## config.mk

```make
export PLATFORM = sky130hd
export DESIGN_NAME = multi_format_frame_deframer_core_flat
export DESIGN_NICKNAME = d
export VERILOG_FILES = /design/src/sv/mfd_pkg.sv /design/src/sv/mfd_if.sv /design/src/sv/mfd_in_stage.sv /design/src/sv/mfd_parser.sv /design/src/sv/multi_format_frame_deframer_core.sv /design/src/flat_wrapper.sv
export SDC_FILE = /design/constraint.sdc
export NUM_CORES = 1
export LEC_CHECK = 0
export ABC_AREA = 0
export BUFFER_PORTS_ARGS = -buffer_cell sky130_fd_sc_hd__buf_2
export CORE_MARGIN = 4
export CORE_UTILIZATION = 50
export CTS_CLUSTER_SIZE = 14
export DETAILED_ROUTE_END_ITERATION = 8
export PLACE_DENSITY = 0.79
export SETUP_SLACK_MARGIN = 0.15
export SYNTH_ARGS = -nofsm -noshare
export SYNTH_HDL_FRONTEND = slang
export SYNTH_SLANG_ARGS = --single-unit
```

## constraint.sdc

```tcl
create_clock -name clock -period 4.5 [get_ports clock]
set_clock_uncertainty 0.15 [all_clocks]
set_input_delay 0.225 -clock clock [delete_from_list [all_inputs] [get_ports clock]]
set_output_delay 0.225 -clock clock [all_outputs]
set_load 0.01 [all_outputs]
```

## src/sv/mfd_pkg.sv

```systemverilog
// Shared types, codes and constants of the multi-format frame deframer.
`timescale 1ns / 1ps
`default_nettype none
package mfd_pkg;

   localparam logic [31:0] MAX_PAYLOAD_RESET = 32'd1048576;

   // result kinds
   localparam logic [1:0] RK_PAYLOAD = 2'd0;
   localparam logic [1:0] RK_ACCEPT  = 2'd1;
   localparam logic [1:0] RK_REJECT  = 2'd2;

   // frame kinds
   localparam logic [1:0] FK_RSP = 2'd0;
   localparam logic [1:0] FK_CMD = 2'd1;
   localparam logic [1:0] FK_CPT = 2'd2;

   // error codes
   localparam logic [1:0] ERR_NONE       = 2'd0;
   localparam logic [1:0] ERR_BAD_HEADER = 2'd1;
   localparam logic [1:0] ERR_TOO_LONG   = 2'd2;
   localparam logic [1:0] ERR_BAD_FOOTER = 2'd3;

   // header bytes
   localparam logic [7:0] HDR_A0 = 8'hAA;
   localparam logic [7:0] HDR_A1 = 8'hAB;
   localparam logic [7:0] HDR_A2 = 8'hBA;
   localparam logic [7:0] HDR_A3 = 8'hBB;
   localparam logic [7:0] HDR_E0 = 8'hEE;
   localparam logic [7:0] HDR_E1 = 8'hEF;
   localparam logic [7:0] HDR_E2 = 8'hFE;
   localparam logic [7:0] HDR_E3 = 8'hFF;

   typedef struct packed {
      logic       valid;
      logic [7:0] data_byte;
   } in_beat_type;

   typedef struct packed {
      logic [1:0]         result_kind;
      logic [7:0]         payload_byte;
      logic [1:0]         frame_kind;
      logic signed [15:0] status_word;
      logic [15:0]        group_or_code;
      logic [15:0]        unit_or_sequence;
      logic [31:0]        payload_length;
      logic [1:0]         error_code;
   } result_type;

   function automatic logic [7:0] footer_byte(input logic [1:0] kind, input logic [1:0] idx);
      logic [7:0] fb;
      fb = 8'h00;
      case (kind)
         FK_RSP: begin
            case (idx)
               2'd0: fb = 8'hFF;
               2'd1: fb = 8'hFE;
               2'd2: fb = 8'hEF;
               default: fb = 8'hEE;
            endcase
         end
         FK_CMD: begin
            case (idx)
               2'd0: fb = 8'hCC;
               2'd1: fb = 8'hCD;
               2'd2: fb = 8'hDC;
               default: fb = 8'hDD;
            endcase
         end
         default: begin
            fb = (idx[1] == 1'b0) ? 8'hEE : 8'h00;
         end
      endcase
      return fb;
   endfunction

   function automatic logic [1:0] footer_last_idx(input logic [1:0] kind);
      return (kind == FK_CPT) ? 2'd1 : 2'd3;
   endfunction

endpackage
`default_nettype wire

```

## src/sv/mfd_if.sv

```systemverilog
// Handshake interfaces for the byte input channel and the result channel.
`timescale 1ns / 1ps
`default_nettype none
interface mfd_req_if;
   logic       valid;
   logic       ready;
   logic [7:0] data_byte;

   modport source (output valid, output data_byte, input ready);
   modport sink   (input valid, input data_byte, output ready);
endinterface

interface mfd_rsp_if;
   logic               valid;
   logic               ready;
   logic [1:0]         result_kind;
   logic [7:0]         payload_byte;
   logic [1:0]         frame_kind;
   logic signed [15:0] status_word;
   logic [15:0]        group_or_code;
   logic [15:0]        unit_or_sequence;
   logic [31:0]        payload_length;
   logic [1:0]         error_code;

   modport source (output valid, output result_kind, output payload_byte, output frame_kind,
                   output status_word, output group_or_code, output unit_or_sequence,
                   output payload_length, output error_code, input ready);
   modport sink   (input valid, input result_kind, input payload_byte, input frame_kind,
                   input status_word, input group_or_code, input unit_or_sequence,
                   input payload_length, input error_code, output ready);
endinterface
`default_nettype wire

```

## src/sv/mfd_in_stage.sv

```systemverilog
// Input register: holds one received byte until the parser takes it.
`timescale 1ns / 1ps
`default_nettype none
module mfd_in_stage
   import mfd_pkg::*;
(
   input  wire logic   clock,
   input  wire logic   reset,
   mfd_req_if.sink     req,
   input  wire logic   advance,
   output in_beat_type beat
);

   logic       valid_ff, valid_in;
   logic [7:0] byte_ff, byte_in;
   logic       take;

   assign req.ready = !valid_ff || advance;
   assign take      = req.valid && req.ready;

   always_comb begin
      valid_in = valid_ff;
      byte_in  = byte_ff;
      if (take) begin
         valid_in = 1'b1;
         byte_in  = req.data_byte;
      end else if (advance) begin
         valid_in = 1'b0;
      end
   end

   always_ff @(posedge clock) begin
      if (reset) begin
         valid_ff <= 1'b0;
      end else begin
         valid_ff <= valid_in;
      end
      byte_ff <= byte_in;
   end

   assign beat.valid     = valid_ff;
   assign beat.data_byte = byte_ff;

endmodule
`default_nettype wire

```

## src/sv/mfd_parser.sv

```systemverilog
// Frame state machine, field capture, limit register and result register.
`timescale 1ns / 1ps
`default_nettype none
module mfd_parser
   import mfd_pkg::*;
(
   input  wire logic        clock,
   input  wire logic        reset,
   input  wire in_beat_type beat,
   output logic             advance,
   input  wire logic        csr_wr_en,
   input  wire logic [31:0] csr_wr_data,
   mfd_rsp_if.source        rsp
);

   typedef enum logic [12:0] {
      ST_IDLE    = 13'h0001,
      ST_A1      = 13'h0002,
      ST_CMD_H2  = 13'h0004,
      ST_CMD_H3  = 13'h0008,
      ST_E1      = 13'h0010,
      ST_RSP_H2  = 13'h0020,
      ST_RSP_H3  = 13'h0040,
      ST_STATUS  = 13'h0080,
      ST_LENGTH  = 13'h0100,
      ST_GROUP   = 13'h0200,
      ST_UNIT    = 13'h0400,
      ST_PAYLOAD = 13'h0800,
      ST_FOOTER  = 13'h1000
   } state_type;

   state_type   state_ff, state_in;
   logic [1:0]  kind_ff, kind_in;
   logic [2:0]  idx_ff, idx_in;
   logic [15:0] status_ff, status_in;
   logic [15:0] group_ff, group_in;
   logic [15:0] unit_ff, unit_in;
   logic [31:0] length_ff, length_in;
   logic [31:0] remain_ff, remain_in;
   logic        mismatch_ff, mismatch_in;
   logic [31:0] max_ff, max_in;

   logic        out_valid_ff, out_valid_in;
   result_type  out_ff, out_in;

   logic        step;
   logic        emit;
   logic        hunt;
   logic        reject;
   logic        field_done;
   logic        to_body;
   logic        foot_mm;
   logic [7:0]  b;
   result_type  res;

   assign advance = !out_valid_ff || rsp.ready;
   assign step    = beat.valid && advance;
   assign b       = beat.data_byte;

   always_comb begin
      max_in = csr_wr_en ? csr_wr_data : max_ff;
   end

   always_comb begin
      state_in    = state_ff;
      kind_in     = kind_ff;
      idx_in      = idx_ff;
      status_in   = status_ff;
      group_in    = group_ff;
      unit_in     = unit_ff;
      length_in   = length_ff;
      remain_in   = remain_ff;
      mismatch_in = mismatch_ff;
      emit        = 1'b0;
      hunt        = 1'b0;
      reject      = 1'b0;
      field_done  = 1'b0;
      to_body     = 1'b0;
      foot_mm     = 1'b0;
      res         = '0;
      if (step) begin
         unique case (state_ff)
            ST_IDLE: begin
               hunt = 1'b1;
            end
            ST_A1: begin
               if (b == HDR_A1) begin
                  state_in = ST_CMD_H2;
               end else if (b == HDR_A0) begin
                  kind_in  = FK_CPT;
                  idx_in   = 3'd0;
                  state_in = ST_GROUP;
               end else begin
                  reject = 1'b1;
               end
            end
            ST_CMD_H2: begin
               if (b == HDR_A2) state_in = ST_CMD_H3;
               else reject = 1'b1;
            end
            ST_CMD_H3: begin
               if (b == HDR_A3) begin
                  idx_in   = 3'd0;
                  state_in = ST_LENGTH;
               end else begin
                  reject = 1'b1;
               end
            end
            ST_E1: begin
               if (b == HDR_E1) state_in = ST_RSP_H2;
               else reject = 1'b1;
            end
            ST_RSP_H2: begin
               if (b == HDR_E2) state_in = ST_RSP_H3;
               else reject = 1'b1;
            end
            ST_RSP_H3: begin
               if (b == HDR_E3) begin
                  idx_in   = 3'd0;
                  state_in = ST_STATUS;
               end else begin
                  reject = 1'b1;
               end
            end
            ST_STATUS, ST_LENGTH, ST_GROUP, ST_UNIT: begin
               case (state_ff)
                  ST_STATUS: begin
                     if (idx_ff[0]) status_in[15:8] = b;
                     else status_in[7:0] = b;
                  end
                  ST_LENGTH: begin
                     case (idx_ff[1:0])
                        2'd0: length_in[7:0]   = b;
                        2'd1: length_in[15:8]  = b;
                        2'd2: length_in[23:16] = b;
                        default: length_in[31:24] = b;
                     endcase
                  end
                  ST_GROUP: begin
                     if (idx_ff[0]) group_in[15:8] = b;
                     else group_in[7:0] = b;
                  end
                  default: begin
                     if (idx_ff[0]) unit_in[15:8] = b;
                     else unit_in[7:0] = b;
                  end
               endcase
               field_done = (state_ff == ST_LENGTH) ? (idx_ff[1:0] == 2'd3) : idx_ff[0];
               idx_in     = idx_ff + 3'd1;
               if (field_done) begin
                  idx_in = 3'd0;
                  if (state_ff == ST_LENGTH && length_in > max_ff) begin
                     emit                 = 1'b1;
                     res.result_kind      = RK_REJECT;
                     res.frame_kind       = kind_ff;
                     res.status_word      = (kind_ff == FK_RSP) ? status_in : 16'sd0;
                     res.group_or_code    = group_in;
                     res.unit_or_sequence = unit_in;
                     res.payload_length   = length_in;
                     res.error_code       = ERR_TOO_LONG;
                     state_in             = ST_IDLE;
                  end else begin
                     case (state_ff)
                        ST_STATUS: state_in = ST_LENGTH;
                        ST_LENGTH: begin
                           if (kind_ff == FK_CPT) to_body = 1'b1;
                           else state_in = ST_GROUP;
                        end
                        ST_GROUP: state_in = ST_UNIT;
                        default: begin
                           if (kind_ff == FK_CPT) state_in = ST_LENGTH;
                           else to_body = 1'b1;
                        end
                     endcase
                     if (to_body) begin
                        remain_in   = length_in;
                        mismatch_in = 1'b0;
                        state_in    = (length_in == 32'd0) ? ST_FOOTER : ST_PAYLOAD;
                     end
                  end
               end
            end
            ST_PAYLOAD: begin
               emit             = 1'b1;
               res.result_kind  = RK_PAYLOAD;
               res.payload_byte = b;
               res.frame_kind   = kind_ff;
               remain_in        = remain_ff - 32'd1;
               if (remain_ff == 32'd1) begin
                  idx_in   = 3'd0;
                  state_in = ST_FOOTER;
               end
            end
            ST_FOOTER: begin
               foot_mm     = mismatch_ff || (b != footer_byte(kind_ff, idx_ff[1:0]));
               mismatch_in = foot_mm;
               idx_in      = idx_ff + 3'd1;
               if (idx_ff[1:0] == footer_last_idx(kind_ff)) begin
                  emit                 = 1'b1;
                  res.result_kind      = foot_mm ? RK_REJECT : RK_ACCEPT;
                  res.frame_kind       = kind_ff;
                  res.status_word      = (kind_ff == FK_RSP) ? status_ff : 16'sd0;
                  res.group_or_code    = group_ff;
                  res.unit_or_sequence = unit_ff;
                  res.payload_length   = length_ff;
                  res.error_code       = foot_mm ? ERR_BAD_FOOTER : ERR_NONE;
                  idx_in               = 3'd0;
                  mismatch_in          = 1'b0;
                  state_in             = ST_IDLE;
               end
            end
            default: begin
               hunt = 1'b1;
            end
         endcase

         // header mismatch: reject, then re-examine the byte as a start
         if (reject) begin
            emit            = 1'b1;
            res             = '0;
            res.result_kind = RK_REJECT;
            res.frame_kind  = kind_ff;
            res.error_code  = ERR_BAD_HEADER;
            hunt            = 1'b1;
         end

         if (hunt) begin
            status_in   = 16'd0;
            group_in    = 16'd0;
            unit_in     = 16'd0;
            length_in   = 32'd0;
            remain_in   = 32'd0;
            mismatch_in = 1'b0;
            idx_in      = 3'd0;
            if (b == HDR_A0) begin
               kind_in  = FK_CMD;
               state_in = ST_A1;
            end else if (b == HDR_E0) begin
               kind_in  = FK_RSP;
               state_in = ST_E1;
            end else begin
               kind_in  = FK_RSP;
               state_in = ST_IDLE;
            end
         end
      end
   end

   always_comb begin
      out_valid_in = out_valid_ff;
      out_in       = out_ff;
      if (advance) begin
         out_valid_in = step && emit;
         out_in       = res;
      end
   end

   always_ff @(posedge clock) begin
      if (reset) begin
         state_ff     <= ST_IDLE;
         kind_ff      <= FK_RSP;
         idx_ff       <= 3'd0;
         status_ff    <= 16'd0;
         group_ff     <= 16'd0;
         unit_ff      <= 16'd0;
         length_ff    <= 32'd0;
         remain_ff    <= 32'd0;
         mismatch_ff  <= 1'b0;
         max_ff       <= MAX_PAYLOAD_RESET;
         out_valid_ff <= 1'b0;
      end else begin
         state_ff     <= state_in;
         kind_ff      <= kind_in;
         idx_ff       <= idx_in;
         status_ff    <= status_in;
         group_ff     <= group_in;
         unit_ff      <= unit_in;
         length_ff    <= length_in;
         remain_ff    <= remain_in;
         mismatch_ff  <= mismatch_in;
         max_ff       <= max_in;
         out_valid_ff <= out_valid_in;
      end
      out_ff <= out_in;
   end

   assign rsp.valid            = out_valid_ff;
   assign rsp.result_kind      = out_ff.result_kind;
   assign rsp.payload_byte     = out_ff.payload_byte;
   assign rsp.frame_kind       = out_ff.frame_kind;
   assign rsp.status_word      = out_ff.status_word;
   assign rsp.group_or_code    = out_ff.group_or_code;
   assign rsp.unit_or_sequence = out_ff.unit_or_sequence;
   assign rsp.payload_length   = out_ff.payload_length;
   assign rsp.error_code       = out_ff.error_code;

endmodule
`default_nettype wire

```

## src/sv/multi_format_frame_deframer_core.sv

```systemverilog
// Top level of the multi-format frame deframer.
//
//   channel | direction | handshake          | contents
//   req     | in        | valid/ready        | data_byte, one stream byte
//   rsp     | out       | valid/ready        | payload byte or frame descriptor
//   csr     | in        | csr_wr_en          | csr_wr_data = max_payload_bytes
//
// One byte per cycle sustained while rsp does not stall; a byte's result passes
// through the input register, then the parser and the result register.
// At most one result per byte. Synchronous active-high reset; the limit resets
// to 1048576. A stalled rsp holds its result while one more byte is taken into
// the input register, after which req.ready drops until rsp moves.
`timescale 1ns / 1ps
`default_nettype none
module multi_format_frame_deframer_core
   import mfd_pkg::*;
(
   input  wire logic        clock,
   input  wire logic        reset,
   mfd_req_if.sink          req,
   mfd_rsp_if.source        rsp,
   input  wire logic        csr_wr_en,
   input  wire logic [31:0] csr_wr_data
);

   in_beat_type beat;
   logic        advance;

   mfd_in_stage u_in_stage (
      .clock   (clock),
      .reset   (reset),
      .req     (req),
      .advance (advance),
      .beat    (beat)
   );

   mfd_parser u_parser (
      .clock       (clock),
      .reset       (reset),
      .beat        (beat),
      .advance     (advance),
      .csr_wr_en   (csr_wr_en),
      .csr_wr_data (csr_wr_data),
      .rsp         (rsp)
   );

endmodule
`default_nettype wire

```

## src/flat_wrapper.sv

```systemverilog
// flat-port wrapper written by rule: the top's interface ports become plain ports
module multi_format_frame_deframer_core_flat import mfd_pkg::*;
  (clock, reset, csr_wr_en, csr_wr_data, req_valid, req_data_byte, req_ready, rsp_valid, rsp_result_kind, rsp_payload_byte, rsp_frame_kind, rsp_status_word, rsp_group_or_code, rsp_unit_or_sequence, rsp_payload_length, rsp_error_code, rsp_ready);
  mfd_req_if req_i ();
  mfd_rsp_if rsp_i ();
  input  wire logic clock;
  input  wire logic reset;
  input  wire logic csr_wr_en;
  input  wire logic [31:0] csr_wr_data;
  input wire logic [$bits(req_i.valid)-1:0] req_valid;
  input wire logic [$bits(req_i.data_byte)-1:0] req_data_byte;
  output wire logic [$bits(req_i.ready)-1:0] req_ready;
  output wire logic [$bits(rsp_i.valid)-1:0] rsp_valid;
  output wire logic [$bits(rsp_i.result_kind)-1:0] rsp_result_kind;
  output wire logic [$bits(rsp_i.payload_byte)-1:0] rsp_payload_byte;
  output wire logic [$bits(rsp_i.frame_kind)-1:0] rsp_frame_kind;
  output wire logic [$bits(rsp_i.status_word)-1:0] rsp_status_word;
  output wire logic [$bits(rsp_i.group_or_code)-1:0] rsp_group_or_code;
  output wire logic [$bits(rsp_i.unit_or_sequence)-1:0] rsp_unit_or_sequence;
  output wire logic [$bits(rsp_i.payload_length)-1:0] rsp_payload_length;
  output wire logic [$bits(rsp_i.error_code)-1:0] rsp_error_code;
  input wire logic [$bits(rsp_i.ready)-1:0] rsp_ready;
  assign req_i.valid = req_valid;
  assign req_i.data_byte = req_data_byte;
  assign req_ready = req_i.ready;
  assign rsp_valid = rsp_i.valid;
  assign rsp_result_kind = rsp_i.result_kind;
  assign rsp_payload_byte = rsp_i.payload_byte;
  assign rsp_frame_kind = rsp_i.frame_kind;
  assign rsp_status_word = rsp_i.status_word;
  assign rsp_group_or_code = rsp_i.group_or_code;
  assign rsp_unit_or_sequence = rsp_i.unit_or_sequence;
  assign rsp_payload_length = rsp_i.payload_length;
  assign rsp_error_code = rsp_i.error_code;
  assign rsp_i.ready = rsp_ready;
  multi_format_frame_deframer_core u_core (.clock(clock), .reset(reset), .req(req_i), .rsp(rsp_i), .csr_wr_en(csr_wr_en), .csr_wr_data(csr_wr_data));
endmodule
```

* Word-level counts from Yosys, hierarchy flattened *
Cells that the tools add are included.

word-level totals
  flip-flop bits (word level) = 267
  input port bits = 45
  output and inout bits = 96
  logic and storage cells = 224

operators by class
  $add $sub $neg = 2
  $lt $le $gt $ge = 1
  equality and inequality tests = 44
  mux-type cells = 119
  bitwise operators = 2
  reductions and logical operators = 33

operators with widths
  kind                                                count
  2-to-1 mux 32 bit                                   9
  2-to-1 mux 84 bit                                   3
  2-to-1 mux 13 bit                                   16
  2-to-1 mux 16 bit                                   11
  case mux 82 bit (2 select lines)                    1
  case mux 13 bit (9 select lines)                    1
  2-to-1 mux 8 bit                                    14
  2-to-1 mux 94 bit                                   1
  == test 8 bit, second input constant                8
  case mux 32 bit (2 select lines)                    1
  case mux 13 bit (3 select lines)                    1
  inequality test 3 bit, second input constant        11
  == test 32 x 1 -> 1 bit, second input constant      1
  greater-than comparator 32 bit                      1
  zero test 32 bit                                    1
  subtractor 32 x 1 -> 32 bit, second input constant  1
  2-to-1 mux 1 bit                                    31
  case mux 5 bit (3 select lines)                     2
  2-to-1 mux 3 bit                                    8
  2-to-1 mux 2 bit                                    10
  case mux 3 bit (6 select lines)                     1
  case mux 8 bit (2 select lines)                     1
  == test 13 x 10 -> 1 bit, second input constant     1
  == test 13 x 11 -> 1 bit, second input constant     1
  44 further kinds                                    65

* Longest topological paths before layout *
  word-level depth = 17
  mapped depth = 19
  gate-level depth less buffers = 16

* By module *
From an unflattened synthesis, not the netlist that was laid out.

second synthesis, totals
  cell total of the unflattened synthesis = 1370
  area total of the unflattened synthesis = 13041.3 sq um

modules (own cells, without submodules)
  module        instances  cells an instance  area each (sq um)  seq. area each (sq um)
  mfd_parser    1          1356               12738.5            6085.8
  mfd_in_stage  1          14                 302.8              260.2

* Least setup slack after synthesis *
No wires, ideal clock.

  kind = reg2reg
  from = register u_core.u_parser.idx_ff[0]
  to = register u_core.u_parser.out_ff (netlist bit u_core.u_parser.rsp.frame_kind[0]) (data pin)
  library setup time = 255 ps
  arrival = 3907 ps
  required time = 4095 ps
  path slack = 187 ps
  cell stages (with the launch flop) = 16
  path buffers = 2
  period minus slack after synthesis = 4313 ps
  cell sequence = dfxtp_1 -> clkbuf_1 -> clkinv_1 -> ha_1 -> nor3b_1 -> nand4_1 -> buf_2 -> mux2_2 -> ha_1 -> a21oi_1 -> o21ai_0 -> o2bb2ai_1 -> o31ai_1 -> a21boi_2 -> or4_1 -> and3_1

on the way
  longest elaborated chain between the ends = 12
  elaborated cells on any way between the ends = 21
  those cells by class = order compare: 1; eq/ne: 4; mux: 13; reduce/logical: 3

RTL lines
  element                                line               text
  from (decl)                            mfd_parser.sv:34   logic [2:0] idx_ff, idx_in;
  from (signal assigned)                 mfd_parser.sv:274  idx_ff <= idx_in;
  == test 2 bit (tied with other cells)  mfd_parser.sv:132  case (idx_ff[1:0])
  OR reduction 3 bit (no source line)    n/a
  2-to-1 mux 8 bit                       mfd_parser.sv:132
  2-to-1 mux 32 bit                      mfd_parser.sv:126  case (state_ff)
  2-to-1 mux 32 bit                      mfd_parser.sv:82   unique case (state_ff)
  2-to-1 mux 32 bit                      mfd_parser.sv:81   if (step) begin
  greater-than comparator 32 bit         mfd_parser.sv:152  if (state_ff == ST_LENGTH && length_in > max_ff) begin
  logical AND 1 bit                      mfd_parser.sv:152
  2-to-1 mux 84 bit                      mfd_parser.sv:152
  2-to-1 mux 84 bit                      mfd_parser.sv:150  if (field_done) begin
  case mux 2 bit (3 select lines) *      mfd_parser.sv:82
  2-to-1 mux 94 bit *                    mfd_parser.sv:218  if (reject) begin
  to (signal assigned)                   mfd_parser.sv:284  out_ff <= out_in;
  to (decl)                              mfd_parser.sv:44   result_type out_ff, out_in;

Mark *: on every way between the ends. The rest lies on a longest branch, timed or not. The select of a mux whose other input is x is not followed.
A chain may end at the register's enable or synchronous reset.

* Worst setup path in the final report *
  from = register u_core.u_parser.state_ff[6]
  to = register u_core.u_parser.out_valid_ff, in the netlist u_core.u_parser.rsp.valid

on the way
  longest elaborated chain between the ends = 12
  elaborated cells on any way between the ends = 27
  those cells by class = order compare: 1; eq/ne: 12; mux: 11; reduce/logical: 3

RTL lines
  element                          line               text
  from (decl)                      mfd_parser.sv:32   state_type state_ff, state_in;
  from (signal assigned)           mfd_parser.sv:272  state_ff <= state_in;
  == test 13 x 9 -> 1 bit          n/a
  2-to-1 mux 32 bit                mfd_parser.sv:126
  2-to-1 mux 32 bit                mfd_parser.sv:82
  2-to-1 mux 32 bit                mfd_parser.sv:81
  greater-than comparator 32 bit   mfd_parser.sv:152
  logical AND 1 bit                mfd_parser.sv:152
  2-to-1 mux 1 bit                 mfd_parser.sv:152
  2-to-1 mux 1 bit                 mfd_parser.sv:150
  case mux 1 bit (3 select lines)  mfd_parser.sv:82
  2-to-1 mux 1 bit *               mfd_parser.sv:218
  2-to-1 mux 1 bit *               mfd_parser.sv:81
  logical AND 1 bit *              mfd_parser.sv:253  out_valid_in = step && emit;
  to (signal assigned)             mfd_parser.sv:282  out_valid_ff <= out_valid_in;
  to (decl)                        mfd_parser.sv:43   logic out_valid_ff, out_valid_in;

Marked as above.

==> out/qor_table.md <==
| Item | This run | Unit |
| --- | --- | --- |
| Result of the run | finished clean | - |
| DR WL met2 | 17.30 | mm |
| Share of flip-flops with an asynchronous set or reset after synthesis | 0 | % |
| Max H-tree Level | 1 | - |
| Yosys top cell area share | 24.69 | % |
| Initial core utilization | 50.89 | % |
| Standard-cell rows | 59 | - |
| Final nets | 1,638 | - |
| Setup repair after global routing missed its margin | true | - |
| Slowest Stage Delay on Critical Path | 0.58 | ns |
| Global-route wire length before repair | 63.20 | mm |
| Max Clk Rate | 234.2 | MHz |
| Final Setup Violations | 0 | - |
| Clock tree from TritonCTS | yes | - |
| WL met3 | 4.789 | mm |
| Initial antenna violation count | 1 | - |
| Cell accounting for the most synthesized area | dfxtp_1 | - |
| Overflow after GRT | 0 | - |
| Buf/Inv on CP | 1 | - |
| Die Span X | 171.1 | um |
| CP arrival | 4.53 | ns |
| Max-slew violations | 0 | - |
| Maximum Capacitance Violations | 0 | - |
| Total number of vias | 12,010 | - |
| Synthesis-to-finish area growth | 20.84 | % |
| Critical-path maximum fanout | 7 | - |
| Mean area per synthesized cell | 9.771 | um^2 |
| Clk buf depth | 3 | - |
| Synth cell count leaders | 185 x nor2_1, 164 x dfxtp_1, 102 x edfxtp_1 | - |
| Final Hold Viols | 0 | - |
| Type of the setup path with the least slack | flop to flop | - |
| Root buffer cell | clkbuf_16 | - |
| Share of synthesized area occupied by flip-flops and latches | 47.72 | % |
| Post-route non-filler standard cell count | 1,911 | - |
| Synth warn | 0 | - |
| Minimum clock period after layout | 4.270 | ns |
| Nets in the synthesized netlist | 1,445 | - |
| Top-level port count | 141 | - |
| Slowest-stage cell, CP | or4_1 | - |
| Startpoint class of the critical path | flop | - |
| Worst vdd ir | 0.2907 | mV |
| Critical path, cell by cell | nor4_4 -> and2_0 -> and4_2 -> buf_4 -> mux2_2 -> ha_1 -> nand4_1 -> nor3_1 -> a221o_1 -> o21ai_2 -> a21boi_2 -> or4_1 -> a21oi_1 -> nor2_1 | - |
| Number of enable flip-flop cells after synthesis | 102 | - |
| Worst min path class | input pin to flop | - |
| Maximum number of pins on one net before global-route repair | 94 | - |
| Worst Tran Pin Value | 1.244 | ns |
| DR vias/cell | 6.284 | - |
| Clock latency at the later pin of the worst-skew pair | 0.56 | ns |
| Synth cell types | 89 | - |
| Final clock period utilization by the worst path | 94.89 | % |
| Residual antenna-violating net count after detailed routing | 0 | - |
| Routability cong. | 1.003 | - |
| Number of cells in the design after placement | 1,814 | - |
| Top-count cell post-synth | nor2_1 | - |
| Chip height | 171.1 | um |
| Crit path required time | 4.76 | ns |
| Critical path's top delay family | simple AND/OR/NAND/NOR gates | - |
| Count of TritonRoute iterations in the first routing pass | 6 | - |
| Wire length the detailed router placed on met1 | 17.00 | mm |
| Static Leak | 6.716 | nW |
| Slew margin rel. | 17.10 | % |
| Detailed placer's ending HPWL | 28.47 | mm |
| Sinks on the clock net | 266 | - |
| Number of CTS-inserted buffers | 28 | - |
| CORE AREA | 26,130 | um^2 |
| Clock input transition at the sequential cells of the worst setup and hold paths | 0.07 | ns |
| Cell count after synthesis | 1,361 | - |
| Dominant cells by area after synthesis | dfxtp_1 25%, edfxtp_1 23%, nor2_1 5.2%, a22oi_1 4.0%, ha_1 3.7% | - |
| Synthesized flop and latch total | 266 | - |
| Count of input and output buffers | 140 | - |
| Total negative slack | 0 | ns |
| Pre-CTS setup slack | -0.1815 | ns |
| Share of layout cells above drive strength 1 | 21.19 | % |
| Area of the mapped netlist | 13,300 | um^2 |
| Power Dens Cells | 324.1 | nW/um^2 |
| Top layer in use | met5 | - |
| Total die area | 29,270 | um^2 |
| Antenna diode count | 0 | - |
| Routed WL per cell | 21.34 | um |
| Number of DRC markers in iteration 0 | 1,952 | - |
| DRC Markers | 0 | - |
| Top flip-flop cell by instance count after synthesis | dfxtp_1 | - |
| GRT Total Usage | 27.04 | % |
| Final wirelength | 40.78 | mm |
| Worst Setup End Kind | flop | - |
| Worst setup margin | 0.2298 | ns |
| Via count of the first global-routing pass | 11,120 | - |
| Tot Pwr | 0.005208 | W |
==> worst paths after layout <==
check | start | depth (start not counted) | endpoint | slack (ns)
worst max-delay path | u_core.u_parser.state_ff[6] | 14 | u_core.u_parser.rsp.valid | 0.23
worst min-delay path | req_data_byte[0] | 2 | u_core.u_in_stage.byte_ff[0] | 0.24
worst max register to register | u_core.u_parser.state_ff[6] | 14 | u_core.u_parser.rsp.valid | 0.23
worst min register to register | u_core.u_parser.unit_ff[9] | 2 | u_core.u_parser.unit_ff[9] | 0.31
==> per-stage QoR <==
step	area (um^2)	hold WS, ns	util (%)
2_1_floorplan	13300	0.1739	-
3_3_place_gp	14580	0.2533	55.77
3_5_place_dp	14580	0.2534	55.77
4_1_cts	16000	0.2351	61.23
5_1_grt	16070	0.2564	61.49
6_report	16070	0.2448	61.49
==> cell usage in the layout (no fill, tap or decap), drive strengths merged, types with 10 or more instances in the layout <==
master       instances
a22oi               71
nand4               20
o211ai              10
buf                209
and2                58
nor2               187
mux2                31
a21oi               77
ha                  39
nor4                24
edfxtp             102
nand3               23
and3                17
a22o                37
nand2               85
o21ai               43
xnor2               17
mux2i               35
o32ai               10
dlygate4sd3         44
clkbuf              34
clkinv              13
dfxtp              164
inv                 40
nor3                41
==> routing by layer <==
metal	vias up	GRT usage, %
li1	5417	-
met1	5667	39.08
met2	783	40.28
met3	139	5.222
met4	2	10.37
met5	-	0
==> registers in the layout, summed over array words and instances, names as in the netlist, 2 cells and up <==
signal	cells
u_core.u_parser.rsp.frame_kind	2
u_core.u_parser.idx_ff	2
u_core.u_parser.rsp.result_kind	2
u_core.u_parser.rsp.payload_byte	8
u_core.u_parser.remain_ff	32
u_core.u_parser.rsp.payload_length	32
u_core.u_parser.length_ff	32
u_core.u_parser.rsp.error_code	2
u_core.u_parser.rsp.group_or_code	16
u_core.u_parser.max_ff	32
u_core.u_parser.rsp.unit_or_sequence	16
u_core.u_parser.group_ff	16
u_core.u_parser.kind_ff	2
u_core.u_parser.status_ff	16
u_core.u_parser.unit_ff	16
u_core.u_in_stage.byte_ff	8
u_core.u_parser.state_ff	13
u_core.u_parser.rsp.status_word	16
==> repair_timing <==
item                                    in CTS  in global routing
hold buffers                                44                  0
hold endpoints to repair                    74                  0
cloned                                       0                  0
resized for setup                            6                 12
endpoints found under the setup margin     116                118
buffers inserted                             0                  1
pin swaps                                    0                  3
==> cells by family (layout without fill, tap and decap cells) <==
group	Yosys count	count (layout)	synth area share (%)
adder cells (fa/ha/maj)	39	39	3.670
multiplexers	66	66	5.260
buffers and inverters	132	347	4.347
AO/OA/AOI/OAI	325	325	18.04
flip-flops	266	266	47.72
XOR/XNOR	23	23	1.515
AND/OR/NAND/NOR	510	510	19.45
==> area by class of cell <==
class,instances,area [um^2]
clock buffers,34,743.2
clock inverters,18,214.0
fillers,2123,10060
inverters,42,158.9
multi-input cells,963,6472
flip-flops and latches,266,6346
well taps,335,419.2
repair buffers,253,1715
==> power by group <==
| group | internal [W] | total, W | switching (W) |
|---|---|---|---|
| sequential | 0.00251 | 0.00254 | 0.0000309 |
| combinational | 0.000109 | 0.000271 | 0.000162 |
| clock | 0.00141 | 0.00240 | 0.000989 |
| total | 0.00403 | 0.00521 | 0.00118 |
==> worst register-to-register path, cell delays in order (launching register included) <==
cell	delay [ns]
dfxtp_1	0.39
nor4_4	0.32
and2_0	0.20
and4_2	0.34
buf_4	0.17
mux2_2	0.41
ha_1	0.31
nand4_1	0.17
nor3_1	0.08
a221o_1	0.37
o21ai_2	0.19
a21boi_2	0.13
or4_1	0.59
a21oi_1	0.26
nor2_1	0.07
(Power assumes the default switching activity.)
